### src/rtl/dcp_pkg.sv
// dcp_pkg: shared types, constants and control codes for the delta-correlating prefetcher.
// No dependencies.
`timescale 1ns / 1ps
package dcp_pkg;

  localparam int AW = 48;
  localparam int DW = 16;
  localparam int BLOCK_BYTES = 64;
  localparam int BLK_SHIFT = $clog2(BLOCK_BYTES);
  localparam int BLKW = AW - BLK_SHIFT;
  localparam int MAX_CAND = 16;
  localparam int CANDW = $clog2(MAX_CAND);
  localparam int NCW = $clog2(MAX_CAND + 1);
  localparam int DEGW = 4;
  localparam int DELTA_BIAS = 32768;

  localparam int TABLE_ENTRIES_DEF = 128;
  localparam int DELTAS_PER_ENTRY_DEF = 16;
  localparam int FILTER_DEPTH_DEF = 16;

  localparam int CFG_IDXW = 1;
  localparam logic [CFG_IDXW-1:0] REG_SEQ_DEGREE = 1'b0;
  localparam logic [CFG_IDXW-1:0] REG_MAX_ADDRESS = 1'b1;

  typedef struct packed {
    logic          opcode;
    logic [AW-1:0] instruction_address;
    logic [AW-1:0] access_address;
  } item_t;

  typedef struct packed {
    logic          prefetch_valid;
    logic [AW-1:0] prefetch_address;
    logic          last_of_run;
  } result_t;

  typedef enum logic [3:0] {
    ST_IDLE, ST_DISP, ST_COMPL, ST_SRD, ST_SCMP, ST_MISS, ST_HIT, ST_CHK,
    ST_CRD, ST_CCMP, ST_RRD, ST_RSTEP, ST_POST, ST_ISSUE, ST_SEQ, ST_WB_FIN
  } state_t;

  typedef enum logic [3:0] {
    OP_NONE, OP_LOAD, OP_COMPL, OP_SCMP, OP_MISS, OP_HIT, OP_CINIT, OP_CRD,
    OP_CCMP, OP_RRD, OP_RSTEP, OP_ISSUE, OP_SEQ, OP_WB_FIN
  } dp_op_t;

  typedef struct packed {
    dp_op_t op;
  } dp_cmd_t;

  typedef struct packed {
    logic is_compl;
    logic srch_hit;
    logic srch_last;
    logic cnt_ge3;
    logic cr_match;
    logic cr_more;
    logic rp_stop;
    logic rp_done;
    logic nc_zero;
    logic last_cand;
    logic seq_stop;
  } dp_sts_t;

endpackage

### src/rtl/dcp_ctrl.sv
// dcp_ctrl: sequencing state machine of the prefetcher.
// Depends on dcp_pkg; drives dcp_datapath through dp_cmd_t / dp_sts_t.
`timescale 1ns / 1ps
module dcp_ctrl (
  input  logic            clk,
  input  logic            rst,
  input  logic            start,
  input  dcp_pkg::dp_sts_t sts,
  output logic            busy,
  output dcp_pkg::dp_cmd_t cmd
);

  dcp_pkg::state_t state, state_next;

  always_ff @(posedge clk) begin
    if (rst) begin
      state <= dcp_pkg::ST_IDLE;
    end else begin
      state <= state_next;
    end
  end

  always_comb begin
    state_next = state;
    unique case (state)
      dcp_pkg::ST_IDLE:  if (start) state_next = dcp_pkg::ST_DISP;
      dcp_pkg::ST_DISP:  state_next = sts.is_compl ? dcp_pkg::ST_COMPL : dcp_pkg::ST_SRD;
      dcp_pkg::ST_COMPL: state_next = dcp_pkg::ST_WB_FIN;
      dcp_pkg::ST_SRD:   state_next = dcp_pkg::ST_SCMP;
      dcp_pkg::ST_SCMP: begin
        if (sts.srch_hit) state_next = dcp_pkg::ST_HIT;
        else if (sts.srch_last) state_next = dcp_pkg::ST_MISS;
        else state_next = dcp_pkg::ST_SRD;
      end
      dcp_pkg::ST_MISS:  state_next = dcp_pkg::ST_SEQ;
      dcp_pkg::ST_HIT:   state_next = dcp_pkg::ST_CHK;
      dcp_pkg::ST_CHK:   state_next = sts.cnt_ge3 ? dcp_pkg::ST_CRD : dcp_pkg::ST_SEQ;
      dcp_pkg::ST_CRD:   state_next = dcp_pkg::ST_CCMP;
      dcp_pkg::ST_CCMP: begin
        if (sts.cr_match) state_next = dcp_pkg::ST_RRD;
        else if (sts.cr_more) state_next = dcp_pkg::ST_CRD;
        else state_next = dcp_pkg::ST_SEQ;
      end
      dcp_pkg::ST_RRD:   state_next = dcp_pkg::ST_RSTEP;
      dcp_pkg::ST_RSTEP: begin
        state_next = (sts.rp_stop || sts.rp_done) ? dcp_pkg::ST_POST : dcp_pkg::ST_RRD;
      end
      dcp_pkg::ST_POST:  state_next = sts.nc_zero ? dcp_pkg::ST_SEQ : dcp_pkg::ST_ISSUE;
      dcp_pkg::ST_ISSUE: if (sts.last_cand) state_next = dcp_pkg::ST_WB_FIN;
      dcp_pkg::ST_SEQ:   if (sts.seq_stop) state_next = dcp_pkg::ST_WB_FIN;
      dcp_pkg::ST_WB_FIN: state_next = dcp_pkg::ST_IDLE;
      default:           state_next = dcp_pkg::ST_IDLE;
    endcase
  end

  always_comb begin
    busy   = (state != dcp_pkg::ST_IDLE);
    cmd.op = dcp_pkg::OP_NONE;
    unique case (state)
      dcp_pkg::ST_IDLE:   if (start) cmd.op = dcp_pkg::OP_LOAD;
      dcp_pkg::ST_DISP:   cmd.op = dcp_pkg::OP_NONE;
      dcp_pkg::ST_COMPL:  cmd.op = dcp_pkg::OP_COMPL;
      dcp_pkg::ST_SRD:    cmd.op = dcp_pkg::OP_NONE;
      dcp_pkg::ST_SCMP:   cmd.op = dcp_pkg::OP_SCMP;
      dcp_pkg::ST_MISS:   cmd.op = dcp_pkg::OP_MISS;
      dcp_pkg::ST_HIT:    cmd.op = dcp_pkg::OP_HIT;
      dcp_pkg::ST_CHK:    cmd.op = dcp_pkg::OP_CINIT;
      dcp_pkg::ST_CRD:    cmd.op = dcp_pkg::OP_CRD;
      dcp_pkg::ST_CCMP:   cmd.op = dcp_pkg::OP_CCMP;
      dcp_pkg::ST_RRD:    cmd.op = dcp_pkg::OP_RRD;
      dcp_pkg::ST_RSTEP:  cmd.op = dcp_pkg::OP_RSTEP;
      dcp_pkg::ST_POST:   cmd.op = dcp_pkg::OP_NONE;
      dcp_pkg::ST_ISSUE:  cmd.op = dcp_pkg::OP_ISSUE;
      dcp_pkg::ST_SEQ:    cmd.op = dcp_pkg::OP_SEQ;
      dcp_pkg::ST_WB_FIN: cmd.op = dcp_pkg::OP_WB_FIN;
      default:            cmd.op = dcp_pkg::OP_NONE;
    endcase
  end

endmodule

### config.mk
export PLATFORM = sky130hd
export DESIGN_NAME = dcp_ctrl
export DESIGN_NICKNAME = d
export VERILOG_FILES = /design/src/rtl/dcp_pkg.sv /design/src/rtl/dcp_ctrl.sv
export SDC_FILE = /design/constraint.sdc
export NUM_CORES = 1
export LEC_CHECK = 0
export CAP_MARGIN = 25
export CORE_AREA = 5 5 42 44
export DETAILED_ROUTE_END_ITERATION = 12
export DIE_AREA = 0 0 47 49
export DONT_BUFFER_PORTS = 1
export PLACE_DENSITY = 0.43
export SLEW_MARGIN = 20
export SYNTH_ARGS = -nofsm -noshare
export SYNTH_HDL_FRONTEND = slang
export SYNTH_SLANG_ARGS = --single-unit
### constraint.sdc
create_clock -name clk -period 1.6 [get_ports clk]
set_input_delay 0.24 -clock clk [delete_from_list [all_inputs] [get_ports clk]]
set_output_delay 0.24 -clock clk [all_outputs]
set_load 0.1 [all_outputs]
* Yosys cells after proc, flatten, opt, wreduce, memory -nomap -nowiden *
Index checks and enable logic that the tools add are counted.

operators by class
  reductions and logical operators = 5
  add/subtract/negate cells = 0
  bitwise operators = 0
  shift operators = 0
  multipliers = 0
  order comparisons = 0
  equality and inequality tests = 18
  divide/modulo/power cells = 0
  muxes and demuxes = 14

operator list
  kind                  number
  $pmux W4 S16          1
  $pmux W4 S14          1
  $eq A4 B4 Y1 const B  8
  $mux W3               6
  $eq A4 B3 Y1 const B  4
  $mux W4               3
  $eq A4 B2 Y1 const B  2
  $ne A2 B2 Y1 const B  3
  $eq A4 B1 Y1 const B  1
  $logic_not A4 Y1      1
  $reduce_bool A4 Y1    1
  $reduce_and A3 Y1     1
  $reduce_or A3 Y1      1
  $mux W1               2
  $mux W2               1
  $logic_or A1 B1 Y1    1

storage, ports and cells
  logic and storage cells = 38
  memories kept = 0
  memory bits (writable) = 0
  register bits = 4
  bits in latches = 0
  memory bits (read-only) = 0
  bits of input ports = 14
  output and inout bits = 5

* Depth between registers and ports, before layout *
  depth after elaboration = 3
  mapped depth = 5
  depth with buffers taken out = 4

* Worst setup path before layout *
OpenSTA, ideal clock, no wires.

  path kind = register -> output
  start point = register state[1]
  end point = output port cmd[0] (netlist name)
  path slack = -974 ps
  buffers on the path = 2
  cell stages (with the launch flop) = 6
  data arrival time = 2334 ps
  data required time = 1360 ps
  cell sequence = dfxtp_1 -> clkbuf_1 -> buf_2 -> o21ai_0 -> nand3_1 -> a21oi_1

RTL lines
  item                      RTL line        text
  start: declaration        dcp_ctrl.sv:13  dcp_pkg::state_t state, state_next;
  start signal: assignment  dcp_ctrl.sv:17  state <= dcp_pkg::ST_IDLE;
  start signal: assignment  dcp_ctrl.sv:19  state <= state_next;
  end: declaration          dcp_ctrl.sv:10  output dcp_pkg::dp_cmd_t cmd

==> impl_metrics.ini <==
[synth]
synth.avg_cell_area_um2 = 6.49
synth_compound_gate_area_share_pct = 27.5
synth_largest_type_area_fraction_pct = 19.6
post_synth_main_area_contributors = sky130_fd_sc_hd__dfxtp_1 20%, sky130_fd_sc_hd__a211oi_1 7.3%, sky130_fd_sc_hd__nand3_1 6.1%
synth_top_family_by_area = simple AND/OR/NAND/NOR gates
ys_types = 25
post_synth_xor_area_fraction_pct = 2.14
ys_dominant_reg_cell = sky130_fd_sc_hd__dfxtp_1
synthMuxAreaShare_pct = 0
ys_warn_count = 0
synth-edff-count = 0
yosysMostFrequentCell = sky130_fd_sc_hd__nor2_1
synth_fp_nets = 77
seq_area_frac_synth_pct = 19.6
synth_simple_gate_area_share_pct = 41.6
postSynthCellCount = 63
synth_adder_area_share_pct = 0
ys_async_sr_fraction_pct = 0
synth.ff_latch_count = 4
synthesis.area_um2 = 409
ys_top_cells_by_count = 6 x sky130_fd_sc_hd__nor2_1, 5 x sky130_fd_sc_hd__nand2_1, 5 x sky130_fd_sc_hd__nand3_1, 5 x sky130_fd_sc_hd__o21ai_0
yosys.area.top_type = sky130_fd_sc_hd__dfxtp_1

[global_routing]
globalRouteOverflowTotal = 0
grt_use_total_pct = 12.6
first_global_vias = 525
largest_net_degree_at_the_start_of_global_routing = 10
grt_pass1_wl_um = 2140
grt_antenna_before_repair = 0

[worst_setup_path]
timing.reg2reg.setup_slack_ns = 0.18
worst_r2r_startpoint = state[3]$_SDFFE_PP0P_
path_max_fanout = 5
critPathRequiredTime_ns = 1.36
critPathArrivalTime_ns = 1.42
worstPathCellList = nand2b_4 -> or3_4 -> o211ai_1 -> clkbuf_16
critical_path_top_delay_cell = sky130_fd_sc_hd__or3_4
critPathKind = flip-flop to primary output
setup.worst_path.start = state[0]$_SDFFE_PP0P_
start_kind = flip-flop
critical_path.endpoint = cmd[1]
r2r.worst_path.cells = 5
r2r_endpoint = state[2]$_SDFFE_PP0P_
critPathCaptureType = primary output
slowest_delay_ns = 0.33

[timing]
setup_violations_final = 2
fin_tns_setup_ns = -0.100
tightestPinTransition_ns = 0.282
worst_slew_margin_rel_pct = 81.1
finClkSkew_ns = 0.00242
fin_crit_sh_pct = 104
final.min_clock_period_ns = 1.66
finalMaxSlewViolations = 0
fmax_mhz = 601
hold_violations = 0
finalWorstSetupSlack_ns = -0.0628
fin_worst_hold_slack_ns = 0.0624
rsz_0062_raised_after_global_routing = yes

[status]
run_status = finished with violations
violations = negative setup slack

[die]
die_w_um = 47
floorplan.die.height_um = 49
row_count = 14
fp.coreArea_um2 = 1400
io_pins = 19
die_area_um2 = 2300
start_util_pct = 29.2

[final_layout]
largest_reg_flops = 4
layout_top_registers = state x4
synth_to_layout_area_growth_pct = 55.4
final_cell_area_um2 = 636
top_register = state
final-instance-count-excl-fill = 91
post_route_cells_drive_above_1_share_pct = 38.7
nets = 91
n_antenna_cell = 0
utilization_pct = 45.4

[drt]
route.detailed.wl_per_inst_um = 13.2
remaining_drc_errors = 0
drt_pass1_iterations = 3
via_count = 508
routed_wl_um = 1200
viasPerCell = 5.58
drt-initial-drc-count = 8
postRouteAntennaNets = 0

[placement]
post-place-cells = 87
port-buffer-count = 0
post_dp_cell_area_um2 = 579
preCtsSetupSlack_ns = 0.124
detailed_place_hpwl_um = 979
gp_congestion = 0.806

[cts]
clkTransAtPathRegs_ns = 0.03
worst_skew_pair.late_latency_ns = 0.24
cts_tree = done
clkSinkCount = 4
cts-root-to-sink-buffers = 2
h-tree-depth = 1
ctsHoldBuffers = 0
cts_buffers = 3
cts_root_buffer = sky130_fd_sc_hd__clkbuf_4

[power_and_ir_drop]
finalPower_mw = 0.645
p_leak_nw = 0.256
max-vdd-ir-drop_mv = 0.313
cellPowerDensity_nw_per_um2 = 1010

[min_path]
hp_class = input port to flip-flop

[job]
cap_viol_max_count = 0
==> layer usage <==
metal	GRT usage, %	wire length [um]	up-vias	part of all wire [%]
met5	0	0	-	0
met4	8.29	22	0	1.8
met3	4.43	115	3	9.6
met2	18.6	581	18	48
met1	14.7	480	225	40
li1	-	-	262	-
==> worst min-delay path by stage <==
| stage | start | end | slack (ns) | cells after the start |
|---|---|---|---|---|
| 2_1_floorplan | rst | state[0]$_SDFFE_PP0P_ | 0.31 | 1 |
| 3_3_place_gp | rst | state[3]$_SDFFE_PP0P_ | 0.32 | 1 |
| 5_1_grt | rst | state[3]$_SDFFE_PP0P_ | 0.06 | 1 |
| 6_report | rst | state[3]$_SDFFE_PP0P_ | 0.06 | 1 |
| 3_5_place_dp | rst | state[3]$_SDFFE_PP0P_ | 0.32 | 1 |
| 4_1_cts | rst | state[3]$_SDFFE_PP0P_ | 0.06 | 1 |
==> worst max-delay path, delay by kind of cell, from the launching register on <==
| family | cells | cell delay, ns |
|---|---|---|
| and+or+nand+nor | 2 | 0.47 |
| AOI/OAI and AO/OA | 1 | 0.14 |
| DFF | 1 | 0.32 |
| buffers and inverters | 1 | 0.25 |
==> area by class of cell <==
cell class	count	area [um^2]
multi-input combinational	50	323
inverter	4	15.0
sequential	4	87.6
timing repair buffer	14	168
clock buffer	3	22.5
tap	16	20.0
fill	146	766
==> cells by family (layout without fill, tap and decap cells) <==
kind of cell              after synthesis  after routing
AOI/OAI and AO/OA                      17             17
xor gates and xnor gates                1              1
buffers and inverters                   9             21
DFF                                     4              4
and+or+nand+nor                        32             32
==> report_power, final <==
| part | switching, mW | internal (mW) | leakage [nW] |
|---|---|---|---|
| Combinational | 0.246 | 0.145 | 0.208 |
| Sequential | 0.0157 | 0.112 | 0.0346 |
| Clock | 0.0419 | 0.0839 | 0.0138 |
==> repair_timing <==
| item | in CTS | in global routing |
|---|---|---|
| pin swaps | 2 | 1 |
| resized for setup | 8 | 0 |
| setup endpoints to repair | 3 | 4 |
| setup buffers | 1 | 0 |
==> layout by cell type, fill, tap and decap left out, types with 2 or more instances in the layout <==
master / synthesis / final
sky130_fd_sc_hd__a211oi_1: 4 / 4
sky130_fd_sc_hd__buf_12: 0 / 3
sky130_fd_sc_hd__buf_4: 0 / 8
sky130_fd_sc_hd__buf_6: 0 / 2
sky130_fd_sc_hd__clkbuf_4: 0 / 3
sky130_fd_sc_hd__dfxtp_2: 0 / 3
sky130_fd_sc_hd__inv_1: 3 / 3
sky130_fd_sc_hd__nand2_1: 5 / 2
sky130_fd_sc_hd__nand2_2: 0 / 2
sky130_fd_sc_hd__nand3_1: 5 / 5
sky130_fd_sc_hd__nor2_1: 6 / 5
sky130_fd_sc_hd__nor3_1: 4 / 4
sky130_fd_sc_hd__nor4_1: 3 / 3
sky130_fd_sc_hd__o211ai_1: 2 / 2
sky130_fd_sc_hd__o21ai_0: 5 / 5
sky130_fd_sc_hd__or4_1: 2 / 2
Note: power is estimated with default switching activity, not from simulation.
